==> src/hdl/hslp_pkg.sv <==
// Shared constants and types for the RGB to HSL pixel converter.
// No dependencies; used by hslp_div and rgb_to_hsl_pixel.
`timescale 1ns / 1ps

package hslp_pkg;

    localparam int PIX_W  = 8;
    localparam int HUE_W  = 9;
    localparam int SAT_W  = 17;
    localparam int LSUM_W = 9;

    // Hue numerator before division, always nonnegative and below 360 * 256
    localparam int HNUM_W = 17;
    // Signed working width for the hue numerator
    localparam int HACC_W = 18;

    localparam int SAT_SHIFT = 16;
    localparam int BYTE_MAX  = 255;
    localparam int LSUM_MAX  = 510;

    localparam int HUE_STEP  = 60;
    localparam int HUE_GREEN = 120;
    localparam int HUE_BLUE  = 240;
    localparam int HUE_WRAP  = 360;

    // Pipelined restoring divider
    localparam int DIV_BPS    = 3;
    localparam int DIV_STAGES = 6;
    localparam int DIV_Q_W    = DIV_BPS * DIV_STAGES;
    localparam int DIV_DEN_W  = PIX_W;
    localparam int DIV_NUM_W  = DIV_Q_W + DIV_DEN_W - 1;

    typedef enum logic [1:0] {
        SEL_RED,
        SEL_GREEN,
        SEL_BLUE
    } max_sel_t;

endpackage

==> src/hdl/hslp_div.sv <==
// Pipelined restoring divider, a few quotient bits per register stage.
// Depends on hslp_pkg. Dividend must satisfy dividend < divisor * 2**DIV_Q_W.
`timescale 1ns / 1ps

module hslp_div
(
    input  logic                           clk,
    input  logic [hslp_pkg::DIV_NUM_W-1:0] dividend,
    input  logic [hslp_pkg::DIV_DEN_W-1:0] divisor,
    output logic [hslp_pkg::DIV_Q_W-1:0]   quotient
);

    localparam int NST = hslp_pkg::DIV_STAGES;
    localparam int QW  = hslp_pkg::DIV_Q_W;
    localparam int DW  = hslp_pkg::DIV_DEN_W;
    localparam int NW  = hslp_pkg::DIV_NUM_W;

    logic [DW-1:0] rem_reg [NST];
    logic [QW-1:0] low_reg [NST];
    logic [QW-1:0] q_reg   [NST];
    logic [DW-1:0] dvs_reg [NST];

    logic [DW-1:0] rem_src [NST];
    logic [QW-1:0] low_src [NST];
    logic [QW-1:0] q_src   [NST];
    logic [DW-1:0] dvs_src [NST];

    logic [DW-1:0] rem_next [NST];
    logic [QW-1:0] low_next [NST];
    logic [QW-1:0] q_next   [NST];

    always_comb
    begin
        rem_src[0] = DW'(dividend[NW-1:QW]);
        low_src[0] = dividend[QW-1:0];
        q_src[0]   = '0;
        dvs_src[0] = divisor;
        for (int st = 1; st < NST; st++)
        begin
            rem_src[st] = rem_reg[st-1];
            low_src[st] = low_reg[st-1];
            q_src[st]   = q_reg[st-1];
            dvs_src[st] = dvs_reg[st-1];
        end
    end

    always_comb
    begin
        logic [DW:0]   trial;
        logic [DW-1:0] rem;
        logic [QW-1:0] low;
        logic [QW-1:0] q;
        for (int st = 0; st < NST; st++)
        begin
            rem = rem_src[st];
            low = low_src[st];
            q   = q_src[st];
            for (int k = 0; k < hslp_pkg::DIV_BPS; k++)
            begin
                trial = {rem, low[QW-1]};
                low   = {low[QW-2:0], 1'b0};
                if (trial >= {1'b0, dvs_src[st]})
                begin
                    rem = DW'(trial - {1'b0, dvs_src[st]});
                    q   = {q[QW-2:0], 1'b1};
                end
                else
                begin
                    rem = trial[DW-1:0];
                    q   = {q[QW-2:0], 1'b0};
                end
            end
            rem_next[st] = rem;
            low_next[st] = low;
            q_next[st]   = q;
        end
    end

    always_ff @(posedge clk)
    begin
        for (int st = 0; st < NST; st++)
        begin
            rem_reg[st] <= rem_next[st];
            low_reg[st] <= low_next[st];
            q_reg[st]   <= q_next[st];
            dvs_reg[st] <= dvs_src[st];
        end
    end

    assign quotient = q_reg[NST-1];

endmodule

==> src/hdl/rgb_to_hsl_pixel.sv <==
// RGB to HSL pixel converter, top level.
// Depends on hslp_pkg and hslp_div.
//
// Usage:
//   Input: drive red, green, blue and pulse start. A word is taken at every
//   rising edge with start high and busy low; busy is always low, so a new
//   pixel may enter on every clock.
//   Output: done is high for exactly one cycle per pixel, with hue_deg,
//   saturation_frac and lightness_sum valid in that cycle. Results leave
//   in the order pixels entered.
//   Pipeline: a pixel passes through the input register, max/min select,
//   numerator build, six divider stages and the output register.
//   Throughput: one pixel per clock, set by the fully pipelined dividers
//   (3 quotient bits per stage) for saturation and hue.
//   Reset: rst_n clears all valid bits; no result is shown until a pixel
//   has passed through. Nothing needs clearing beyond that.
//   The receiver cannot stall; done is a strobe and must be taken.
`timescale 1ns / 1ps

module rgb_to_hsl_pixel
(
    input  logic                          clk,
    input  logic                          rst_n,
    input  logic                          start,
    output logic                          busy,
    input  logic [hslp_pkg::PIX_W-1:0]    red,
    input  logic [hslp_pkg::PIX_W-1:0]    green,
    input  logic [hslp_pkg::PIX_W-1:0]    blue,
    output logic                          done,
    output logic [hslp_pkg::HUE_W-1:0]    hue_deg,
    output logic [hslp_pkg::SAT_W-1:0]    saturation_frac,
    output logic [hslp_pkg::LSUM_W-1:0]   lightness_sum
);

    localparam int PW  = hslp_pkg::PIX_W;
    localparam int AW  = hslp_pkg::HACC_W;
    localparam int NST = hslp_pkg::DIV_STAGES;
    localparam int LW  = hslp_pkg::LSUM_W;

    // stage 1: input register
    logic          v1_reg;
    logic [PW-1:0] r1_reg, g1_reg, b1_reg;

    // stage 2: max, min, which component is max, signed difference
    logic                 v2_reg;
    logic [PW-1:0]        mx2_reg, mn2_reg;
    hslp_pkg::max_sel_t   sel2_reg;
    logic signed [PW:0]   diff2_reg;

    logic [PW-1:0]        mx2_next, mn2_next;
    hslp_pkg::max_sel_t   sel2_next;
    logic signed [PW:0]   diff2_next;

    // stage 3: divider operands
    logic                              v3_reg;
    logic                              gray3_reg;
    logic [LW-1:0]                     s3_reg;
    logic [hslp_pkg::DIV_NUM_W-1:0]    sat_num3_reg, hue_num3_reg;
    logic [hslp_pkg::DIV_DEN_W-1:0]    sat_den3_reg, hue_den3_reg;

    logic [PW-1:0]                     d3_next;
    logic [LW-1:0]                     s3_next;
    logic [LW-1:0]                     s3_far;
    logic [hslp_pkg::DIV_DEN_W-1:0]    sat_den3_next;
    logic [AW-1:0]                     hnum3_next;

    // side band alongside the dividers
    logic          vd_reg    [NST];
    logic          grayd_reg [NST];
    logic [LW-1:0] sd_reg    [NST];

    logic [hslp_pkg::DIV_Q_W-1:0] sat_q, hue_q;

    // output register
    logic                        done_reg;
    logic [hslp_pkg::HUE_W-1:0]  hue_reg;
    logic [hslp_pkg::SAT_W-1:0]  sat_reg;
    logic [LW-1:0]               lsum_reg;

    logic [hslp_pkg::HUE_W-1:0]  hue_next;

    assign busy = 1'b0;

    // stage 2 logic
    always_comb
    begin
        if (r1_reg >= g1_reg && r1_reg >= b1_reg)
            sel2_next = hslp_pkg::SEL_RED;
        else if (g1_reg >= b1_reg)
            sel2_next = hslp_pkg::SEL_GREEN;
        else
            sel2_next = hslp_pkg::SEL_BLUE;

        unique case (sel2_next)
            hslp_pkg::SEL_RED:
            begin
                mx2_next   = r1_reg;
                diff2_next = $signed({1'b0, g1_reg}) - $signed({1'b0, b1_reg});
            end
            hslp_pkg::SEL_GREEN:
            begin
                mx2_next   = g1_reg;
                diff2_next = $signed({1'b0, b1_reg}) - $signed({1'b0, r1_reg});
            end
            hslp_pkg::SEL_BLUE:
            begin
                mx2_next   = b1_reg;
                diff2_next = $signed({1'b0, r1_reg}) - $signed({1'b0, g1_reg});
            end
            default:
            begin
                mx2_next   = '0;
                diff2_next = '0;
            end
        endcase

        mn2_next = (r1_reg <= g1_reg) ? r1_reg : g1_reg;
        if (b1_reg < mn2_next)
            mn2_next = b1_reg;
    end

    // stage 3 logic
    always_comb
    begin
        logic [AW-1:0] diff_ext;
        logic [AW-1:0] d_ext;
        logic [AW-1:0] ofs;
        d3_next  = mx2_reg - mn2_reg;
        s3_next  = LW'(mx2_reg) + LW'(mn2_reg);
        s3_far   = LW'(hslp_pkg::LSUM_MAX) - s3_next;
        sat_den3_next = (s3_next <= LW'(hslp_pkg::BYTE_MAX)) ? s3_next[PW-1:0]
                                                             : s3_far[PW-1:0];
        diff_ext = AW'(diff2_reg);
        d_ext    = AW'(d3_next);
        unique case (sel2_reg)
            hslp_pkg::SEL_RED:
                ofs = diff2_reg[PW] ? d_ext * AW'(hslp_pkg::HUE_WRAP) : '0;
            hslp_pkg::SEL_GREEN:
                ofs = d_ext * AW'(hslp_pkg::HUE_GREEN);
            hslp_pkg::SEL_BLUE:
                ofs = d_ext * AW'(hslp_pkg::HUE_BLUE);
            default:
                ofs = '0;
        endcase
        hnum3_next = ofs + diff_ext * AW'(hslp_pkg::HUE_STEP);
    end

    always_ff @(posedge clk or negedge rst_n)
    begin
        if (!rst_n)
        begin
            v1_reg   <= 1'b0;
            v2_reg   <= 1'b0;
            v3_reg   <= 1'b0;
            done_reg <= 1'b0;
            for (int st = 0; st < NST; st++)
                vd_reg[st] <= 1'b0;
        end
        else
        begin
            v1_reg   <= start && !busy;
            v2_reg   <= v1_reg;
            v3_reg   <= v2_reg;
            vd_reg[0] <= v3_reg;
            for (int st = 1; st < NST; st++)
                vd_reg[st] <= vd_reg[st-1];
            done_reg <= vd_reg[NST-1];
        end
    end

    always_ff @(posedge clk)
    begin
        if (start && !busy)
        begin
            r1_reg <= red;
            g1_reg <= green;
            b1_reg <= blue;
        end
        mx2_reg   <= mx2_next;
        mn2_reg   <= mn2_next;
        sel2_reg  <= sel2_next;
        diff2_reg <= diff2_next;

        gray3_reg    <= (d3_next == '0);
        s3_reg       <= s3_next;
        sat_num3_reg <= {1'b0, d3_next, hslp_pkg::SAT_SHIFT'(0)};
        sat_den3_reg <= sat_den3_next;
        hue_num3_reg <= hslp_pkg::DIV_NUM_W'(hnum3_next[hslp_pkg::HNUM_W-1:0]);
        hue_den3_reg <= d3_next;

        grayd_reg[0] <= gray3_reg;
        sd_reg[0]    <= s3_reg;
        for (int st = 1; st < NST; st++)
        begin
            grayd_reg[st] <= grayd_reg[st-1];
            sd_reg[st]    <= sd_reg[st-1];
        end

        hue_reg  <= grayd_reg[NST-1] ? '0 : hue_next;
        sat_reg  <= grayd_reg[NST-1] ? '0 : sat_q[hslp_pkg::SAT_W-1:0];
        lsum_reg <= sd_reg[NST-1];
    end

    hslp_div u_sat_div
    (
        .clk      (clk),
        .dividend (sat_num3_reg),
        .divisor  (sat_den3_reg),
        .quotient (sat_q)
    );

    hslp_div u_hue_div
    (
        .clk      (clk),
        .dividend (hue_num3_reg),
        .divisor  (hue_den3_reg),
        .quotient (hue_q)
    );

    always_comb
    begin
        hue_next = hue_q[hslp_pkg::HUE_W-1:0];
        if (hue_next >= hslp_pkg::HUE_W'(hslp_pkg::HUE_WRAP))
            hue_next = hue_next - hslp_pkg::HUE_W'(hslp_pkg::HUE_WRAP);
    end

    assign done            = done_reg;
    assign hue_deg         = hue_reg;
    assign saturation_frac = sat_reg;
    assign lightness_sum   = lsum_reg;

`ifndef ASSERT_OFF
    a_hue_range: assert property (@(posedge clk) disable iff (!rst_n)
        done |-> hue_deg < hslp_pkg::HUE_W'(hslp_pkg::HUE_WRAP))
        else $error("hue out of range");

    a_sat_range: assert property (@(posedge clk) disable iff (!rst_n)
        done |-> saturation_frac <= hslp_pkg::SAT_W'(1 << hslp_pkg::SAT_SHIFT))
        else $error("saturation above one");

    a_gray_hue: assert property (@(posedge clk) disable iff (!rst_n)
        (done && saturation_frac == '0) |-> hue_deg == '0)
        else $error("hue nonzero on gray pixel");

    a_pipe_fill: assert property (@(posedge clk) disable iff (!rst_n)
        done |-> $past(vd_reg[NST-1]))
        else $error("result without item in divider");
`endif

endmodule

==> config.mk <==
export PLATFORM = sky130hd
export DESIGN_NAME = rgb_to_hsl_pixel
export DESIGN_NICKNAME = d
export VERILOG_FILES = /design/src/hdl/hslp_pkg.sv /design/src/hdl/hslp_div.sv /design/src/hdl/rgb_to_hsl_pixel.sv
export SDC_FILE = /design/constraint.sdc
export NUM_CORES = 1
export LEC_CHECK = 0
export BUFFER_PORTS_ARGS = -buffer_cell sky130_fd_sc_hd__buf_2
export CAP_MARGIN = 20
export CORE_ASPECT_RATIO = 1.25
export CORE_MARGIN = 2
export CORE_UTILIZATION = 30
export DETAILED_ROUTE_END_ITERATION = 6
export GPL_TIMING_DRIVEN = 0
export SLEW_MARGIN = 20
export SYNTH_ARGS = -nofsm -noshare
export SYNTH_HDL_FRONTEND = slang
export SYNTH_SLANG_ARGS = --single-unit
==> constraint.sdc <==
create_clock -name clk -period 9.5 [get_ports clk]
set_clock_uncertainty 0.15 [all_clocks]
set_input_delay 0.475 -clock clk [delete_from_list [all_inputs] [get_ports clk]]
set_output_delay 0.475 -clock clk [all_outputs]
set_load 0.02 [all_outputs]
; Word-level counts from Yosys, hierarchy flattened
; Memories as Yosys holds them, arrays and structs flattened. A register that Yosys moved wholly into a read port is not among the register bits.
; Index checks and enable logic that the tools add are counted.
; Widths: inputs -> output; s select.
[word_totals]
in_bits = 27
n_memories = 10
output_inout_bits = 37
ff_bits = 113
mem_bits_rw = 648
[mem_list]
columns = memory, depth, word_bits, read_ports, rd_ports_with_merged_regs, wr, line
row1 = u_hue_div.q_reg, 6, 18, 6, 0, 6, hslp_div.sv:20  ; logic [QW-1:0] q_reg [NST];
row2 = u_sat_div.q_reg, 6, 18, 6, 1, 6, hslp_div.sv:20
row3 = u_hue_div.low_reg, 6, 15, 5, 0, 6, hslp_div.sv:19  ; logic [QW-1:0] low_reg [NST];
row4 = u_sat_div.low_reg, 6, 15, 5, 0, 6, hslp_div.sv:19
row5 = sd_reg, 6, 9, 6, 1, 6, rgb_to_hsl_pixel.sv:70  ; logic [LW-1:0] sd_reg [NST];
row6 = u_hue_div.dvs_reg, 6, 8, 5, 0, 6, hslp_div.sv:21  ; logic [DW-1:0] dvs_reg [NST];
row7 = 4 more memories, -, -, -, -, -, -
[classes]
n_lt_le_gt_ge = 43
n_mux = 82
n_eq_ne = 4
mul = 4
add_sub_neg = 44
n_reduce_logical = 4
[ops]
columns = operator, n
row1 = $mux 8, 39
row2 = $ge 9x8->1, 34
row3 = $sub 8x8->8, 35
row4 = $pmux 17 s3, 1
row5 = $mux 1, 36
row6 = $pmux 9 s3, 1
row7 = $sub 8x8->9, 3
row8 = $ge 8x8->1, 3
row9 = $mul 8x4->12 const B, 2
row10 = $pmux 8 s3, 1
row11 = $mul 18x4->15 const B, 1
row12 = $add 17x17->17, 1
row13 = $mux 17, 1
row14 = $mul 8x6->14 const B, 1
row15 = $add 8x8->9, 1
row16 = $ge 9x9->1 const B, 1
row17 = $le 9x8->1 const B, 1
row18 = $mux 9, 1
row19 = $sub 9x9->9 const B, 1
row20 = $ge 1x8->1 const A, 1
row21 = $ge 7x8->1, 1
row22 = $le 8x8->1, 1
row23 = $logic_not 8->1, 1
row24 = $lt 8x8->1, 1
row25 = 8 further kinds, 12

; Longest topological paths before layout
; Gate-level depths: netlist (run 1).
; An unclocked memory read counts as a cell.
[depth]
word_depth = 7
ltp_mapped = 31
mapped_depth_nobuf = 31

; Modules after synthesis
; A second synthesis (run 1) with hierarchy kept.
[unflattened]
cells_unflattened = 3307
hier_area_um2 = 32768.9
[by_module_without_submodules]
columns = mod, cells_per_inst, n_inst, area_each_um2, seq_area_each_um2
row1 = hslp_div at u_hue_div, 1142, 1, 11083.1, 3763.6
row2 = hslp_div at u_sat_div, 1150, 1, 11051.8, 3763.6
row3 = rgb_to_hsl_pixel, 1015, 1, 10633.9, 4194.0

; Least setup slack after synthesis (run 1)
; No wires, ideal clock.
[synth_path]
path_kind = register to register
start = memory u_sat_div.dvs_reg[3][1] in the netlist's numbering
end = memory u_sat_div.rem_reg[4][6] in the netlist's numbering
slack_ns = 3.085
required_time_ns = 9.228
period_less_slack_ns = 6.415
stages_incl_launch_ff = 28
path_buffers = 0
arrival_time_ns = 6.144
path_cell_list = dfxtp_1 > inv_1 > ha_1 > nor2b_1 > o31a_1 > o31a_1 > o31ai_4 > clkinv_1 > mux2i_1 > inv_1 > ha_1 > or3b_2 > a31oi_1 > o21ai_0 > a21oi_1 > a31oi_2 > or3_1 > o21ai_0 > ha_1 > o21a_1 > o31a_1 > o211ai_1 > nand2_1 > o41ai_1 > o2111ai_2 > nand2_1 > inv_2 > a221o_1
[synth_rtl]
columns = item, line
row1 = start: declaration, hslp_div.sv:21
row2 = end: declaration, hslp_div.sv:18  ; logic [DW-1:0] rem_reg [NST];

==> results.toml, run 1 <==
[worst_setup_path]
critPathArrivalTime_ns = 8.24
worstSetupStartpoint = "u_sat_div.dvs_reg[3][1]$_DFF_P_"
cp_max_fo = 10
reg2reg_slack_ns = 1.59
worstPathRequired_ns = 9.83
worst-r2r-cell-count = 27
r2r-start = "u_sat_div.dvs_reg[3][1]$_DFF_P_"
critPathKind = "flop to flop"
startpoint_type = "flop"
endpoint_kind = "flop"
rr_endpoint = "u_sat_div.rem_reg[4][6]$_DFF_P_"
endpoint = "u_sat_div.rem_reg[4][6]$_DFF_P_"

[global_route]
grt_max_degree = 26
grt_pass1_vias = 22798
grt_usage_pct = 13.1
grt_overflow_total = 0
grt_pass1_wl_um = 110000
antenna_found_initial = 0

[placement]
dp_hpwl_um = 53000
dpl_worst_slack_ns = 1.59
place.gp.congestion = 0.887
dpl-instance-area_um2 = 31500
numPortBuffers = 62

[cts]
cts_buffers = 53
root_buffer = "clkbuf_16"
cts_tree = "yes"
cts.sinks = 455
htreeDepth = 2
post_cts_buffers = 0
cts_resized = 0
clock_latency_ns = 0.61
holdBufCountCts = 25
clk_path_buf_depth = 3
clk_pin_slew_ns = 0.06

[yosys]
synth_edf_count = 24
synth_top_area_share_pct = 28.5
async_flop_share_pct = 2.20
netlist_area_um2 = 29600
ys_warn_count = 0
synth_top_flop_cell = "dfxtp_1"
synth_seq_cells = 455
ys_types = 93
avgSynthCellArea_um2 = 9.22
ys_seq_area_share_pct = 31.8
yosysTopAreaCell = "dfxtp_1"
synth.area.top_cells = "dfxtp_1 28%, ha_1 17%, xnor2_1 4.4%"
postSynthCellCount = 3206

[layout]
final_common_cell = "dfxtp_1"
area.growth.synth_to_final_pct = 14.4
layout_common_cells = "421 x dfxtp_1, 392 x ha_1, 317 x inv_1"
drive_above_1_share_pct = 9.75
final_nets = 3832
final_cell_area_um2 = 33800
fin_util_pct = 34.7
largest_register_ffs = 57
multi_input_area_um2 = 18800
ff_latch_area_um2 = 9400
nFillCells = 9915
antenna-diode-count = 0

[floorplanning]
fp.dieH_um = 355
die_w_um = 285
coreArea_um2 = 97500
rows = 128
initial_core_util_pct = 30.3
dieArea_um2 = 101000
io_pins = 64

[timing]
rsz0062_at_grt = "false"
final.period_utilization_pct = 83.3
maxSlewViolCount = 0
slew_headroom_pct = 27.4
setup_viol = 0
finalCriticalPeriod_ns = 7.91
tightest_slew_ns = 1.08
hold_violations = 0
setup_tns_ns = 0
layout_setup_ws_ns = 1.59
fmaxAchievable_mhz = 126

[drt]
wl_per_cell_um = 14.3
ant_nets = 0
firstDrtPassIters = 7
drtIter0Drc = 959
drcViolationCount = 0
viasPerCell = 4.80
vias = 22509
wl_um = 66900

[worst_hold_path]
hold_class = "primary input to asynchronous set/reset pin"

[job]
drv_cap = 0

[status]
outcome = "finished clean"
final cells by class:
| type | count | area share (%) |
|---|---|---|
| buffer | 42 | 0.507 |
| clock buffer | 62 | 4.26 |
| clock inverter | 36 | 1.86 |
| inverter | 323 | 3.58 |
| multi-input combinational | 2389 | 55.6 |
| sequential | 455 | 27.8 |
| tap | 1300 | 4.81 |
| timing repair buffer | 87 | 1.66 |
cell families (layout without fill, tap and decap cells):
logic type / Yosys count / count (layout) / share of synthesized area [%]
AOI/OAI and AO/OA: 757 / 757 / 16.7
xor gates and xnor gates: 223 / 223 / 6.60
adders and majority gates: 455 / 455 / 20.8
buffers and inverters: 365 / 550 / 4.68
DFF: 455 / 455 / 31.8
muxes: 175 / 175 / 6.39
other: 1 / 4 / 0.0127
and+or+nand+nor: 775 / 775 / 13.0
metal layers:
layer / share of wire, % / vias to the layer above / GRT usage (%) / wire (µm)
met1: 42 / 10428 / 14.6 / 28300
li1: - / 11608 / - / -
met2: 52 / 331 / 25.0 / 34500
met3: 2.8 / 142 / 1.71 / 1900
met5: 0 / - / 0 / 0
met4: 3.2 / 0 / 4.88 / 2140
critical path: stages (launching register included):
cell and delay, ns:
dfxtp_1 0.44, inv_1 0.16, ha_1 0.33, nor2b_1 0.15, o31a_1 0.28, o31a_1 0.32
o31ai_4 0.45, clkinv_1 0.33, mux2i_1 0.36, inv_1 0.08, ha_1 0.36, or3b_2 0.22
a31oi_1 0.07, o21ai_0 0.24, a21oi_1 0.12, a31oi_2 0.34, clkbuf_1 0.41, nor2_1 0.08
ha_1 0.31, nor2b_1 0.15, o31a_1 0.27, o211ai_1 0.21, nand2_1 0.12, o41ai_1 0.72
o2111ai_2 0.42, nand2_1 0.30, inv_2 0.09, a221o_1 0.29
synth_stat cells, drive strengths merged, types with 11 or more instances:
library cell / number
o21bai: 21
a31oi: 12
mux2: 104
nand2: 141
edfxtp: 24
o21ai: 182
xnor2: 149
a21boi: 25
nand3: 47
fa: 62
or3: 21
o211ai: 27
and3: 11
dfxtp: 421
xor2: 74
mux2i: 71
nor2b: 100
a21oi: 216
a21o: 59
a211oi: 25
inv: 318
ha: 392
o21a: 50
nor2: 226
o31a: 15
or2: 33
nand4: 37
clkbuf: 36
o31ai: 23
and2: 14
o22ai: 12
nor3: 65
nand2b: 48
a211o: 12
per-stage QoR:
step                std cells  hold WS, ns
global placement         4571        0.160
detailed placement       4571        0.162
CTS                      4694       0.0714
floorplan                3209       0.0294
global route             4694       0.0981
finish                   4694        0.110
how the worst min path moves through the flow:
stage	from	end	slack, ns	depth (start not counted)
2_1_floorplan	rst_n	done$_DFF_PN0_	0.03	0
3_3_place_gp	u_hue_div.low_reg[1][11]$_DFF_P_	u_hue_div.low_reg[2][14]$_DFF_P_	0.16	0
3_5_place_dp	sd_reg[3][6]$_DFF_P_	sd_reg[4][6]$_DFF_P_	0.16	0
4_1_cts	rst_n	v3_reg$_DFF_PN0_	0.07	2
6_report	rst_n	v2_reg$_DFF_PN0_	0.11	2
5_1_grt	rst_n	v2_reg$_DFF_PN0_	0.1	2
Power of run 1 is not shown: default switching activity piles up to over one toggle a cycle in this logic, so the estimate is an artifact.
==> run 2, diff against run 1 <==
==> constraint.sdc (replaced) <==
create_clock -name clk -period 7.46 [get_ports clk]
set_clock_uncertainty 0.15 [all_clocks]
set_input_delay 0.373 -clock clk [delete_from_list [all_inputs] [get_ports clk]]
set_output_delay 0.373 -clock clk [all_outputs]
set_load 0.02 [all_outputs]
==> results.toml, run 2 (synthesized netlist as in run 1, its figures left out) <==
[worst_setup_path]
cp_slowest_cell = "dfxtp_1"
worst-r2r-cell-count = 28
crit_path_frequent_cell = "ha_1"
critPathArrivalTime_ns = 7.38
max_stage_delay_ns = 0.39
reg2reg_slack_ns = 0.40
rr_endpoint = "u_sat_div.rem_reg[1][1]$_DFF_P_"
endpoint_kind = "flop"
r2r-start = "u_sat_div.dvs_reg[0][1]$_DFF_P_"
cp_max_fo = 10
worstPathRequired_ns = 7.77
startpoint_type = "flop"
critPathKind = "flop to flop"

[placement]
dp.cells = 4571
numPortBuffers = 62
dp_hpwl_um = 53000
place.gp.congestion = 0.887

[drt]
viasPerCell = 4.79
firstDrtPassIters = 5
vias = 22541
drcViolationCount = 0
wl_per_cell_um = 14.3
wl_um = 67000
drtIter0Drc = 960
ant_nets = 0

[status]
outcome = "finished clean"

[timing]
hold_violations = 0
setup_viol = 0
rsz0062_at_grt = "false"
fmaxAchievable_mhz = 142
finalCriticalPeriod_ns = 7.06
final.period_utilization_pct = 94.7
slew_headroom_pct = 28.2
maxSlewViolCount = 0
tightest_slew_ns = 1.07

[worst_hold_path]
hp-start = "u_sat_div.q_reg[4][8]$_DFF_P_"
hold_class = "flop to flop"
min_to = "u_sat_div.q_reg[5][11]$_DFF_P_"
whs_path_depth = 0

[floorplanning]
rows = 128
initial_core_util_pct = 30.3
fp.dieH_um = 355
io_pins = 64
die_w_um = 285
dieArea_um2 = 101000
coreArea_um2 = 97500

[global_route]
grt_overflow_total = 0
antenna_found_initial = 0
grt_pass1_vias = 22819
grt_max_degree = 26
grt_pass1_wl_um = 111000
grt_usage_pct = 13.1

[cts]
clock_latency_ns = 0.61
clk_path_buf_depth = 3
clk_pin_slew_ns = 0.06
cts_buffers = 53
htreeDepth = 2
root_buffer = "clkbuf_16"
cts_tree = "yes"
cts.sinks = 455

[layout]
layout_common_cells = "420 x dfxtp_1, 392 x ha_1, 317 x inv_1"
layout.cells.non_filler = 4702
final_common_cell = "dfxtp_1"
final_nets = 3840
nFillCells = 9900
area.growth.synth_to_final_pct = 15.1
antenna-diode-count = 0
largest_register_ffs = 57
drive_above_1_share_pct = 10.5

[job]
drv_cap = 0
## run 2: worst max-delay path by stage
| stage | start | to | slack (ns) |
|---|---|---|---|
| finish | u_sat_div.dvs_reg[0][1]$_DFF_P_ | u_sat_div.rem_reg[1][1]$_DFF_P_ | 0.40 |
| global route | u_hue_div.dvs_reg[2][0]$_DFF_P_ | u_sat_div.rem_reg[3][5]$_DFF_P_ | 0.02 |
| CTS | u_sat_div.dvs_reg[3][1]$_DFF_P_ | u_sat_div.rem_reg[4][6]$_DFF_P_ | 0.003 |
| detailed placement | u_sat_div.dvs_reg[3][1]$_DFF_P_ | u_sat_div.rem_reg[4][6]$_DFF_P_ | -0.45 |
| global placement | u_sat_div.dvs_reg[3][1]$_DFF_P_ | u_sat_div.rem_reg[4][6]$_DFF_P_ | -0.40 |
| floorplan | u_sat_div.dvs_reg[3][1]$_DFF_P_ | u_sat_div.rem_reg[4][6]$_DFF_P_ | 1.04 |
## run 2: metrics by stage
| stage | area [µm²] | setup TNS [ns] | util (%) | worst slack [ns] | hold slack, ns |
|---|---|---|---|---|---|
| floorplan | 29600 | 0 | - | 1.04 | -0.0726 |
| global placement | 31500 | -3.15 | 32.3 | -0.400 | 0.0904 |
| detailed placement | 31500 | -4.10 | 32.3 | -0.452 | 0.0983 |
| CTS | 33900 | 0 | 34.7 | 0.00260 | 0.166 |
| global route | 34000 | 0 | 34.9 | 0.0216 | 0.175 |
| finish | 34000 | 0 | 34.9 | 0.395 | 0.167 |
## run 2: critical path, delay by kind of cell (launching register included)
family                     cells  cell delay (ns)
AOI/OAI and AO/OA             13             3.28
adders and majority gates      3             0.99
buffers and inverters          4             0.62
DFF                            1             0.39
and+or+nand+nor                8             1.48
## run 2: layer usage
metal,vias to the layer above,part of all wire (%),global-route usage [%]
li1,11629,-,-
met3,150,3.0,1.70
met4,0,3.4,4.95
met5,-,0,0
met2,350,52,25.0
met1,10412,42,14.6
## run 2: final cells by class
| type | count | area (µm²) | area share [%] |
|---|---|---|---|
| multi-input cells | 2389 | 18900 | 55.5 |
| flip-flops and latches | 455 | 9400 | 27.6 |
| well taps | 1300 | 1630 | 4.78 |
| clock buffers | 62 | 1440 | 4.23 |
| inverters | 323 | 1220 | 3.58 |
| repair buffers | 97 | 653 | 1.92 |
| clock inverters | 36 | 628 | 1.85 |
| plain buffers | 40 | 173 | 0.507 |
## run 2: repair_timing
item                                    in CTS  in global routing
pin swaps                                    1                  4
endpoints found under the hold margin       35                  0
hold buffers                                27                  0
endpoints found under the setup margin      25                 68
resized for setup                            5                 23
buffers inserted                             2                  6
Power of run 2 is left out for the same reason.
==> run 3, diff against run 2 <==
--- a/config.mk
+++ b/config.mk
@@ -10,6 +10,7 @@
 export CORE_ASPECT_RATIO = 1.25
 export CORE_MARGIN = 2
 export CORE_UTILIZATION = 30
+export CTS_BUF_LIST = sky130_fd_sc_hd__clkbuf_4 sky130_fd_sc_hd__clkbuf_8 sky130_fd_sc_hd__clkbuf_16
 export DETAILED_ROUTE_END_ITERATION = 6
 export GPL_TIMING_DRIVEN = 0
 export SLEW_MARGIN = 20
==> results.toml, run 3 (synthesized netlist as in run 1, its figures left out) <==
[worst_setup_path]
endpoint_kind = "flop"
worst_path_dominant_cell_family = "compound AO/OA/AOI/OAI gates"
cp_slowest_cell = "dfxtp_1"
worstPathRequired_ns = 7.77
critPathKind = "flop to flop"
cp_max_fo = 10
max_stage_delay_ns = 0.39
startpoint_type = "flop"
crit_path_frequent_cell = "ha_1"
critPathBufInv = 4
critPathArrivalTime_ns = 7.38

[layout]
antenna-diode-count = 0
largest_register_ffs = 57
nFillCells = 9898
drive_above_1_share_pct = 10.6
final_common_cell = "dfxtp_1"
final_nets = 3840
layout_common_cells = "420 x dfxtp_1, 392 x ha_1, 317 x inv_1"
ff_latch_area_um2 = 9400
multi_input_area_um2 = 18900
area.growth.synth_to_final_pct = 15.1

[timing]
slew_headroom_pct = 28.2
fmaxAchievable_mhz = 142
layout_setup_ws_ns = 0.395
final.period_utilization_pct = 94.7
tightest_slew_ns = 1.07
maxSlewViolCount = 0
setup_viol = 0
rsz0062_at_grt = "false"
finalCriticalPeriod_ns = 7.07
hold_violations = 0

[floorplanning]
die_w_um = 285
dieArea_um2 = 101000
io_pins = 64
rows = 128
fp.dieH_um = 355
initial_core_util_pct = 30.3
coreArea_um2 = 97500

[drt]
viasPerCell = 4.79
ant_nets = 0
firstDrtPassIters = 5
drcViolationCount = 0
vias = 22533
wl_um = 67000
drtIter0Drc = 952
wl_per_cell_um = 14.2

[cts]
root_buffer = "clkbuf_16"
cts_tree = "yes"
clk_path_buf_depth = 3
cts_buffers = 53
cts.sinks = 455
htreeDepth = 2
clk_pin_slew_ns = 0.06
clock_latency_ns = 0.61

[placement]
dpl_worst_slack_ns = -0.452
place.gp.congestion = 0.887
dp_hpwl_um = 53000
numPortBuffers = 62

[global_route]
antenna_found_initial = 0
grt_pass1_wl_um = 111000
grt_max_degree = 26
grt_usage_pct = 13.1
grt_overflow_total = 0
grt_pass1_vias = 22817

[job]
drv_cap = 0

[status]
outcome = "finished clean"

[worst_hold_path]
hold_class = "flop to flop"
## run 3: cell counts in the layout (fill, tap and decap cells not counted)
No cell type changed its count.
## run 3: cell type report
cell class                 count  area share (%)
sequential                   455            27.6
multi-input combinational   2389            55.5
timing repair buffer          97            1.92
inverter                     323            3.58
clock inverter                36            1.84
tap                         1300            4.78
clock buffer                  62            4.26
buffer                        40           0.507
## run 3: worst paths after layout
path	start	slack, ns	cells after the start	endpoint
min	u_sat_div.q_reg[4][8]$_DFF_P_	0.17	0	u_sat_div.q_reg[5][11]$_DFF_P_
max reg2reg	u_sat_div.dvs_reg[0][1]$_DFF_P_	0.39	28	u_sat_div.rem_reg[1][1]$_DFF_P_
max in group asynchronous	rst_n	6.23	3	vd_reg[1]$_DFF_PN0_
max	u_sat_div.dvs_reg[0][1]$_DFF_P_	0.39	28	u_sat_div.rem_reg[1][1]$_DFF_P_
min in group asynchronous	rst_n	0.62	3	v3_reg$_DFF_PN0_
min reg2reg	u_sat_div.q_reg[4][8]$_DFF_P_	0.17	0	u_sat_div.q_reg[5][11]$_DFF_P_
## run 3: metrics by stage
stage,cell area (µm²),hold slack (ns),TNS [ns],std cells,utilization (%)
after detailed placement,31500,0.0983,-4.10,4571,32.3
after CTS,33900,0.166,0,4698,34.8
after floorplan,29600,-0.0726,0,3209,-
final,34100,0.167,0,4702,34.9
after global placement,31500,0.0904,-3.15,4571,32.3
after global routing,34100,0.175,0,4702,34.9
## run 3: per-layer routing
layer	part of all wire [%]	vias up	wire length (µm)	GRT usage (%)
met4	3.4	0	2300	4.95
met1	42	10411	28200	14.6
met3	3.0	152	1990	1.70
met2	52	342	34500	25.0
met5	0	-	0	0
li1	-	11628	-	-
## run 3: repair_timing
item / 4_1_cts / 5_1_grt
pin swaps: 1 / 4
setup buffers: 2 / 6
endpoints found under the hold margin: 35 / 0
resized for setup: 5 / 23
setup endpoints to repair: 25 / 68
hold buffers: 27 / 0
Power of run 3 is left out for the same reason.
